===== src/hdl/ohq_pkg.sv =====
// Shared types and constants for the ordered handle queue.
`timescale 1ns / 1ps
`default_nettype none
package ohq_pkg;

  localparam int unsigned DEPTH_DEF       = 16;
  localparam int unsigned HANDLE_BITS_DEF = 16;
  localparam int unsigned CMD_W           = 3;
  localparam int unsigned ITEM_W          = 16;
  localparam int unsigned COUNT_W         = 5;

  typedef enum logic [CMD_W-1:0] {
    CMD_APPEND  = 3'd0,
    CMD_REMOVE  = 3'd1,
    CMD_HAS     = 3'd2,
    CMD_HEAD    = 3'd3,
    CMD_NEXT    = 3'd4,
    CMD_CURRENT = 3'd5
  } cmd_e;

  typedef enum logic [2:0] {
    S_IDLE,
    S_EXEC,
    S_SCAN,
    S_SHIFT,
    S_FETCH,
    S_DONE
  } state_e;

  typedef struct packed {
    logic              status;
    logic              found;
    logic              item_valid;
    logic [ITEM_W-1:0] item;
    logic [COUNT_W-1:0] count;
  } res_t;

endpackage
`default_nettype wire


===== src/hdl/ohq_ram.sv =====
// Generic simple dual-port RAM with registered read.
`timescale 1ns / 1ps
`default_nettype none
module ohq_ram #(
  parameter int unsigned WIDTH = 16,
  parameter int unsigned DEPTH = 16
) (
  input  wire logic                     clk_i,
  input  wire logic                     we_i,
  input  wire logic [$clog2(DEPTH)-1:0] waddr_i,
  input  wire logic [WIDTH-1:0]         wdata_i,
  input  wire logic [$clog2(DEPTH)-1:0] raddr_i,
  output logic      [WIDTH-1:0]         rdata_o
);

  logic [WIDTH-1:0] mem_q [DEPTH];

  always_ff @(posedge clk_i) begin
    if (we_i) begin
      mem_q[waddr_i] <= wdata_i;
    end
    rdata_o <= mem_q[raddr_i];
  end

endmodule
`default_nettype wire


===== src/hdl/ohq_out.sv =====
// Result holding register between the sequencer and the output channel.
`timescale 1ns / 1ps
`default_nettype none
module ohq_out (
  input  wire logic                         clk_i,
  input  wire logic                         rst_ni,
  input  wire logic                         load_i,
  input  wire ohq_pkg::res_t                res_i,
  output logic                              free_o,
  output logic                              out_valid_o,
  input  wire logic                         out_stall_i,
  output logic                              status_o,
  output logic                              found_o,
  output logic                              item_valid_o,
  output logic [ohq_pkg::ITEM_W-1:0]        item_out_o,
  output logic [ohq_pkg::COUNT_W-1:0]       count_o
);

  logic          valid_q, valid_d;
  ohq_pkg::res_t res_q;

  assign free_o  = !valid_q || !out_stall_i;
  assign valid_d = load_i ? 1'b1 : (valid_q && out_stall_i);

  always_ff @(posedge clk_i or negedge rst_ni) begin
    if (!rst_ni) begin
      valid_q <= 1'b0;
    end else begin
      valid_q <= valid_d;
    end
  end

  always_ff @(posedge clk_i) begin
    if (load_i) begin
      res_q <= res_i;
    end
  end

  assign out_valid_o  = valid_q;
  assign status_o     = res_q.status;
  assign found_o      = res_q.found;
  assign item_valid_o = res_q.item_valid;
  assign item_out_o   = res_q.item;
  assign count_o      = res_q.count;

endmodule
`default_nettype wire


===== src/hdl/ordered_handle_queue_core.sv =====
// Ordered handle queue: top level with command sequencer and entry store.
//
// Keeps up to DEPTH handles in insertion order in a RAM, with one cursor.
// One request is taken at a time; in_stall_o stays high while it runs. Has and
// remove walk the RAM through its single read port, one entry per cycle, and
// remove then shifts each entry after the match down by one to close the gap.
// A finished result sits in an output register, so a new request is taken
// while the previous result waits on out_stall_i.
`timescale 1ns / 1ps
`default_nettype none
module ordered_handle_queue_core #(
  parameter int unsigned DEPTH       = ohq_pkg::DEPTH_DEF,
  parameter int unsigned HANDLE_BITS = ohq_pkg::HANDLE_BITS_DEF
) (
  input  wire logic                         clk_i,
  input  wire logic                         rst_ni,
  input  wire logic                         in_valid_i,
  output logic                              in_stall_o,
  input  wire logic [ohq_pkg::CMD_W-1:0]    command_i,
  input  wire logic [ohq_pkg::ITEM_W-1:0]   item_handle_i,
  output logic                              out_valid_o,
  input  wire logic                         out_stall_i,
  output logic                              status_o,
  output logic                              found_o,
  output logic                              item_valid_o,
  output logic [ohq_pkg::ITEM_W-1:0]        item_out_o,
  output logic [ohq_pkg::COUNT_W-1:0]       count_o
);

  localparam int unsigned IDX_W = $clog2(DEPTH);
  localparam int unsigned CNT_W = $clog2(DEPTH + 1);

  ohq_pkg::state_e state_q, state_d;

  logic [ohq_pkg::CMD_W-1:0] cmd_q, cmd_d;
  logic [HANDLE_BITS-1:0]    h_q, h_d, h_in;
  logic [CNT_W-1:0]          count_q, count_d;
  logic [IDX_W-1:0]          cur_q, cur_d;
  logic                      cur_valid_q, cur_valid_d;
  logic [CNT_W-1:0]          scan_q, scan_d;
  logic                      pend_q, pend_d;
  logic [IDX_W-1:0]          pidx_q, pidx_d;
  logic [IDX_W-1:0]          pos_q, pos_d;
  logic [CNT_W-1:0]          src_q, src_d;
  logic                      wpend_q, wpend_d;
  logic [IDX_W-1:0]          widx_q, widx_d;
  logic                      status_q, status_d;
  logic                      found_q, found_d;
  logic                      ivalid_q, ivalid_d;
  logic [HANDLE_BITS-1:0]    item_q, item_d;

  logic                   we;
  logic [IDX_W-1:0]       waddr, raddr;
  logic [HANDLE_BITS-1:0] wdata, rdata;

  logic             accept, hit, scan_more, src_more, out_free, load;
  logic [CNT_W-1:0] cur_ext, cur_inc, pos_ext, count_dec;
  logic [63:0]      h_wide, item_wide;
  logic [31:0]      cnt_wide;
  ohq_pkg::res_t    res;

  assign accept    = in_valid_i && !in_stall_o;
  assign in_stall_o = (state_q != ohq_pkg::S_IDLE);

  assign h_wide    = 64'(item_handle_i);
  assign h_in      = h_wide[HANDLE_BITS-1:0];
  assign hit       = pend_q && (rdata == h_q);
  assign scan_more = scan_q < count_q;
  assign src_more  = src_q < count_q;
  assign cur_ext   = CNT_W'(cur_q);
  assign cur_inc   = cur_ext + CNT_W'(1);
  assign pos_ext   = CNT_W'(pos_q);
  assign count_dec = count_q - CNT_W'(1);

  ohq_ram #(
    .WIDTH (HANDLE_BITS),
    .DEPTH (DEPTH)
  ) u_ram (
    .clk_i   (clk_i),
    .we_i    (we),
    .waddr_i (waddr),
    .wdata_i (wdata),
    .raddr_i (raddr),
    .rdata_o (rdata)
  );

  // next state
  always_comb begin
    state_d = state_q;
    unique case (state_q)
      ohq_pkg::S_IDLE: begin
        if (accept) state_d = ohq_pkg::S_EXEC;
      end
      ohq_pkg::S_EXEC: begin
        unique case (cmd_q)
          ohq_pkg::CMD_REMOVE, ohq_pkg::CMD_HAS: state_d = ohq_pkg::S_SCAN;
          ohq_pkg::CMD_HEAD: begin
            state_d = (count_q != '0) ? ohq_pkg::S_FETCH : ohq_pkg::S_DONE;
          end
          ohq_pkg::CMD_NEXT: begin
            state_d = (cur_valid_q && (cur_inc < count_q)) ?
                      ohq_pkg::S_FETCH : ohq_pkg::S_DONE;
          end
          ohq_pkg::CMD_CURRENT: begin
            state_d = (cur_valid_q && (cur_ext < count_q)) ?
                      ohq_pkg::S_FETCH : ohq_pkg::S_DONE;
          end
          default: state_d = ohq_pkg::S_DONE;
        endcase
      end
      ohq_pkg::S_SCAN: begin
        if (hit) begin
          state_d = (cmd_q == ohq_pkg::CMD_REMOVE) ? ohq_pkg::S_SHIFT : ohq_pkg::S_DONE;
        end else if (!scan_more) begin
          state_d = ohq_pkg::S_DONE;
        end
      end
      ohq_pkg::S_SHIFT: begin
        if (!src_more && !wpend_q) state_d = ohq_pkg::S_DONE;
      end
      ohq_pkg::S_FETCH: state_d = ohq_pkg::S_DONE;
      ohq_pkg::S_DONE: begin
        if (out_free) state_d = ohq_pkg::S_IDLE;
      end
      default: state_d = ohq_pkg::S_IDLE;
    endcase
  end

  // datapath and RAM control
  always_comb begin
    cmd_d       = cmd_q;
    h_d         = h_q;
    count_d     = count_q;
    cur_d       = cur_q;
    cur_valid_d = cur_valid_q;
    scan_d      = scan_q;
    pend_d      = pend_q;
    pidx_d      = pidx_q;
    pos_d       = pos_q;
    src_d       = src_q;
    wpend_d     = wpend_q;
    widx_d      = widx_q;
    status_d    = status_q;
    found_d     = found_q;
    ivalid_d    = ivalid_q;
    item_d      = item_q;
    we          = 1'b0;
    waddr       = widx_q;
    wdata       = rdata;
    raddr       = '0;
    load        = 1'b0;
    unique case (state_q)
      ohq_pkg::S_IDLE: begin
        if (accept) begin
          cmd_d = command_i;
          h_d   = h_in;
        end
      end
      ohq_pkg::S_EXEC: begin
        status_d = 1'b0;
        found_d  = 1'b0;
        ivalid_d = 1'b0;
        item_d   = '0;
        scan_d   = '0;
        pend_d   = 1'b0;
        unique case (cmd_q)
          ohq_pkg::CMD_APPEND: begin
            if (count_q >= CNT_W'(DEPTH)) begin
              status_d = 1'b1;
            end else begin
              we    = 1'b1;
              waddr = count_q[IDX_W-1:0];
              wdata = h_q;
              if (count_q == '0) begin
                cur_d       = '0;
                cur_valid_d = 1'b1;
              end
              count_d = count_q + CNT_W'(1);
            end
          end
          ohq_pkg::CMD_HEAD: begin
            if (count_q != '0) begin
              cur_d       = '0;
              cur_valid_d = 1'b1;
              ivalid_d    = 1'b1;
            end
          end
          ohq_pkg::CMD_NEXT: begin
            raddr = cur_inc[IDX_W-1:0];
            if (cur_valid_q) begin
              if (cur_inc < count_q) begin
                cur_d    = cur_inc[IDX_W-1:0];
                ivalid_d = 1'b1;
              end else begin
                cur_d       = '0;
                cur_valid_d = 1'b0;
              end
            end
          end
          ohq_pkg::CMD_CURRENT: begin
            raddr    = cur_q;
            ivalid_d = cur_valid_q && (cur_ext < count_q);
          end
          default: begin
          end
        endcase
      end
      ohq_pkg::S_SCAN: begin
        raddr = scan_q[IDX_W-1:0];
        if (hit) begin
          if (cmd_q == ohq_pkg::CMD_REMOVE) begin
            pos_d   = pidx_q;
            src_d   = CNT_W'(pidx_q) + CNT_W'(1);
            wpend_d = 1'b0;
          end else begin
            found_d = 1'b1;
          end
        end else if (scan_more) begin
          pend_d = 1'b1;
          pidx_d = scan_q[IDX_W-1:0];
          scan_d = scan_q + CNT_W'(1);
        end else if (cmd_q == ohq_pkg::CMD_REMOVE) begin
          status_d = 1'b1;
        end
      end
      ohq_pkg::S_SHIFT: begin
        raddr = src_q[IDX_W-1:0];
        we    = wpend_q;
        if (src_more) begin
          wpend_d = 1'b1;
          widx_d  = IDX_W'(src_q - CNT_W'(1));
          src_d   = src_q + CNT_W'(1);
        end else begin
          wpend_d = 1'b0;
          if (!wpend_q) begin
            count_d = count_dec;
            if (cur_valid_q) begin
              if (cur_q == pos_q) begin
                if (pos_ext >= count_dec) begin
                  cur_valid_d = 1'b0;
                  cur_d       = '0;
                end
              end else if (cur_q > pos_q) begin
                cur_d = cur_q - IDX_W'(1);
              end
            end else begin
              cur_d = '0;
            end
          end
        end
      end
      ohq_pkg::S_FETCH: item_d = rdata;
      ohq_pkg::S_DONE: load = out_free;
      default: begin
      end
    endcase
  end

  always_ff @(posedge clk_i or negedge rst_ni) begin
    if (!rst_ni) begin
      state_q     <= ohq_pkg::S_IDLE;
      count_q     <= '0;
      cur_q       <= '0;
      cur_valid_q <= 1'b0;
      pend_q      <= 1'b0;
      wpend_q     <= 1'b0;
    end else begin
      state_q     <= state_d;
      count_q     <= count_d;
      cur_q       <= cur_d;
      cur_valid_q <= cur_valid_d;
      pend_q      <= pend_d;
      wpend_q     <= wpend_d;
    end
  end

  always_ff @(posedge clk_i) begin
    cmd_q    <= cmd_d;
    h_q      <= h_d;
    scan_q   <= scan_d;
    pidx_q   <= pidx_d;
    pos_q    <= pos_d;
    src_q    <= src_d;
    widx_q   <= widx_d;
    status_q <= status_d;
    found_q  <= found_d;
    ivalid_q <= ivalid_d;
    item_q   <= item_d;
  end

  assign item_wide      = 64'(item_q);
  assign cnt_wide       = 32'(count_q);
  assign res.status     = status_q;
  assign res.found      = found_q;
  assign res.item_valid = ivalid_q;
  assign res.item       = item_wide[ohq_pkg::ITEM_W-1:0];
  assign res.count      = cnt_wide[ohq_pkg::COUNT_W-1:0];

  ohq_out u_out (
    .clk_i        (clk_i),
    .rst_ni       (rst_ni),
    .load_i       (load),
    .res_i        (res),
    .free_o       (out_free),
    .out_valid_o  (out_valid_o),
    .out_stall_i  (out_stall_i),
    .status_o     (status_o),
    .found_o      (found_o),
    .item_valid_o (item_valid_o),
    .item_out_o   (item_out_o),
    .count_o      (count_o)
  );

  a_count_bound: assert property (@(posedge clk_i) disable iff (!rst_ni)
    count_q <= CNT_W'(DEPTH))
    else $error("entry count above capacity");

  a_cursor_in_list: assert property (@(posedge clk_i) disable iff (!rst_ni)
    cur_valid_q |-> (cur_ext < count_q))
    else $error("valid cursor outside the list");

  a_count_stable: assert property (@(posedge clk_i) disable iff (!rst_ni)
    (state_q != ohq_pkg::S_EXEC && state_q != ohq_pkg::S_SHIFT) |=> $stable(count_q))
    else $error("count changed outside append or remove");

  a_ram_write_state: assert property (@(posedge clk_i) disable iff (!rst_ni)
    we |-> (state_q == ohq_pkg::S_EXEC || state_q == ohq_pkg::S_SHIFT))
    else $error("RAM written outside append or shift");

endmodule
`default_nettype wire


===== config.mk =====
export PLATFORM = sky130hd
export DESIGN_NAME = ordered_handle_queue_core
export DESIGN_NICKNAME = d
export VERILOG_FILES = /design/src/hdl/ohq_pkg.sv /design/src/hdl/ohq_ram.sv /design/src/hdl/ohq_out.sv /design/src/hdl/ordered_handle_queue_core.sv
export SDC_FILE = /design/constraint.sdc
export NUM_CORES = 1
export LEC_CHECK = 0
export BUFFER_PORTS_ARGS = -buffer_cell sky130_fd_sc_hd__buf_2
export CAP_MARGIN = 15
export CORE_ASPECT_RATIO = 1.25
export CORE_MARGIN = 3
export CORE_UTILIZATION = 50
export DETAILED_ROUTE_END_ITERATION = 10
export PLACE_DENSITY = 0.73
export SLEW_MARGIN = 20
export SYNTH_ARGS = -nofsm -noshare
export SYNTH_HDL_FRONTEND = slang
export SYNTH_HIERARCHICAL = 1
export SYNTH_SLANG_ARGS = --single-unit

===== constraint.sdc =====
create_clock -name clk_i -period 4.18 [get_ports clk_i]
set_input_delay 0.836 -clock clk_i [delete_from_list [all_inputs] [get_ports clk_i]]
set_output_delay 0.836 -clock clk_i [all_outputs]
set_load 0.005 [all_outputs]

==> results.md <==
* CP max stage delay at 530 ps
* Final hold violations at 0
* Total Routing Usage GR at 20.0%
* Fmax at 277 MHz
* Crit path cell chain: and2b_1 > nand2_1 > inv_1 > nand4b_1 > o21ai_0 > nand3b_1 > nor2_2 > buf_4
* Pwr dens at 673 nW/µm²
* Initial core utilization at 51.0%
* Vias post-DR at 8316
* Drt total wl at 32400 µm
* Slew @ Worst Pin at 1050 ps
* Placed Area at 16300 µm²
* Average wire per standard cell at 23.3 µm
* Relative slew slack at 30.2%
* Total setup buffers inserted after CTS at 0
* Syn nets at 939
* Final setup viols at 0
* Mux share of post-synthesis cell area at 11.2%
* Diodes inserted at 0
* Ys async rst share at 4.30%
* Hold WC Path Type: input port to async pin
* DP HPWL at 20900 µm
* YS warnings at 6
* Simple-gate portion of the synthesized area at 6.58%
* Port bufs at 48
* Synth Cell Area at 15400 µm²
* Distinct cells, synth at 67
* Worst setup SP type: flop
* Num Clock Sinks at 372
* CTS tree: built
* Die height at 202 µm
* Leakage power at 5.94 nW
* H-tree levels at 2
* RSZ-0062 raised after global routing: no
* Vias in the first global route at 8449
* Xor-xnor portion of the synthesized cell area at 1.99%
* I/O Pins at 49
* Slowest-stage cell, CP: dfrtp_1
* Core Util, Final at 58.0%
* Slew Limit Fails at 0
* # hold bufs at CTS at 0
* Num rows at 71
* Share of cells above drive strength 1 at 23.2%
* WP data arrival at 3820 ps
* CTS Buffer Depth at 3
* Outcome: complete, no violations
* Die ar. at 33000 µm²
* Top-area cell type share of the netlist area at 66.3%
* Post-Synth Adder-Cell Area at 2.44%
* Crit end category: flop
* Non-filler cells, final at 1393
* Register area share after synthesis at 70.9%
* Synth Area per Inst at 17.4 µm²
* FF+latch count, synth at 372
* Worst vdd ir at 0.000412 V
* Core Area at 30200 µm²
* Drc violations at 0
* Final Power at 11.8 mW
* Flop-to-flop setup slack at 580 ps
* WS Path Type: flop to flop
* First-pass GRT wire length at 50000 µm
* Clk_lat worst skew at 530 ps
* Root Buffer: clkbuf_16
* Clock Skews at 13.3 ps
* Largest family of logic cells by synthesized area: multiplexers
* Fin Setup TNS at 0 ps
* Placed instance count at 1330
* Largest area contributor in the netlist: edfxtp_1
* Total CTS buffers at 35
* DRC marker count from the first detailed-route iteration at 809
* Post-route design area at 17500 µm²
* Most area-consuming cells after synthesis: edfxtp_1 (66%), mux4_2 (7.9%), dfrtp_1 (2.6%), ha_1 (2.4%), dfxtp_1 (2.1%)
* Routed vias/inst at 5.97
* Die X at 163 µm
* Top FF cell, synth: edfxtp_1
* Total gr overflow at 0
* Buf/Inv on CP at 2
* # nets final at 1019
* Pre-antenna DRT Iters at 5
* Required time worst endpoint at 4390 ps
* CP max FO at 16
* Routability cong. at 0.892
* Crit share post-route at 86.2%
* Top delay family on crit path: simple AND/OR/NAND/NOR gates
* Final worst slack at 576 ps
* Area growth from synthesis to layout at 13.7%
* Clock slew at reported path FFs at 70 ps
* # Max-Cap Violations at 0
* Post-Synthesis Cells at 886
* Initial antenna violation count at 0
* Min cycle time layout at 3600 ps
* CTS-repair resized insts at 0
* Hold_ws at 230 ps
* Number of synthesized flops with an enable pin at 340
* Pin count of the biggest net entering global routing at 65
* Post-route ant nets at 0
* Synth Area in Compound Gates at 5.13%
* Setup slack at placement at 651 ps
==> state kept, by name, indices dropped and copies added, names as in the netlist, 3 cells and up <==
name and flops:
u_ram/mem_q 256, h_q 16, item_q 16, u_out/item_out_o 16, u_ram/rdata_o 16, count_q 5, scan_q 5, src_q 5
u_out/count_o 5, cur_q 4, pidx_q 4, pos_q 4, widx_q 4, cmd_q 3, state_q 3
==> cells by family (layout without fill, tap and decap cells) <==
kind of cell	Yosys count	after routing
AOI/OAI and AO/OA	113	113
xor gates and xnor gates	35	35
adders and majority gates	30	30
buffers and inverters	60	166
DFF	372	372
muxes	86	86
and+or+nand+nor	190	190
==> Yosys cell counts (16+ instances only) <==
| cell | n |
|---|---|
| edfxtp_1 | 340 |
| mux4_2 | 54 |
| dfrtp_1 | 16 |
| nor2_1 | 38 |
| xnor2_1 | 27 |
| inv_1 | 23 |
| dfxtp_1 | 16 |
| o21ai_0 | 17 |
| ha_1 | 30 |
| clkbuf_1 | 21 |
| nand2_1 | 52 |
| a22oi_1 | 38 |
| and2_1 | 24 |
==> layout by cell type, fill, tap and decap left out, types with 12 or more instances in the layout <==
cell / instances
nand2_1: 52
buf_4: 29
xnor2_1: 27
ha_1: 30
nor2_1: 24
o21ai_0: 17
a21oi_1: 13
dfrtp_1: 16
buf_2: 48
nor2_2: 12
clkbuf_16: 35
and2_1: 24
mux2_2: 14
edfxtp_1: 340
inv_1: 23
dfxtp_1: 16
mux4_2: 54
a22oi_1: 38
==> path summary, 6_finish.rpt <==
kind / to / startpoint / cells after the start
worst max-delay path: u_ram/mem_q[9][1]$_DFFE_PP_ / state_q[1]$_DFFE_PN0P_ / 8
worst min-delay path: count_q[0]$_DFFE_PN0P_ / rst_ni / 1
worst max register to register: u_ram/mem_q[9][1]$_DFFE_PP_ / state_q[1]$_DFFE_PN0P_ / 8
worst min register to register: u_out/item_out_o[12]$_DFFE_PP_ / item_q[12]$_SDFFCE_PN0P_ / 0
max in group asynchronous: u_out/out_valid_o$_DFF_PN0_ / rst_ni / 1
min in group clk_i: u_out/item_out_o[12]$_DFFE_PP_ / item_q[12]$_SDFFCE_PN0P_ / 0
==> final cells by class <==
cell class	count	area (µm²)
Multi-Input combinational cell	454	4270
Timing Repair Buffer	80	518
Sequential cell	372	10900
Inverter	23	86.3
Clock inverter	20	268
Clock buffer	43	946
Fill cell	2179	12700
Tap cell	401	502
==> worst register-to-register path, stage by stage, from the launching register on <==
cell      delay (ps)
dfrtp_1          530
and2b_1          370
nand2_1          190
inv_1            240
nand4b_1         350
o21ai_0          480
nand3b_1         300
nor2_2           500
buf_4            330
==> power by group <==
group / switching, mW / internal (mW) / leakage (nW)
registers: 0.375 / 5.06 / 3.43
clock network: 1.33 / 1.99 / 0.592
logic: 1.87 / 1.17 / 1.92
total: 3.57 / 8.22 / 5.94
==> layer usage <==
| metal | vias up | routed length [µm] | track usage (%) | share of wire, % |
|---|---|---|---|---|
| li1 | 3669 | - | - | - |
| met4 | 0 | 874 | 6.41 | 2.7 |
| met5 | - | 0 | 0 | 0 |
| met2 | 331 | 16700 | 34.5 | 52 |
| met1 | 4259 | 12800 | 26.5 | 40 |
| met3 | 57 | 2000 | 2.93 | 6.2 |
Power figures use the tool's default switching activity.
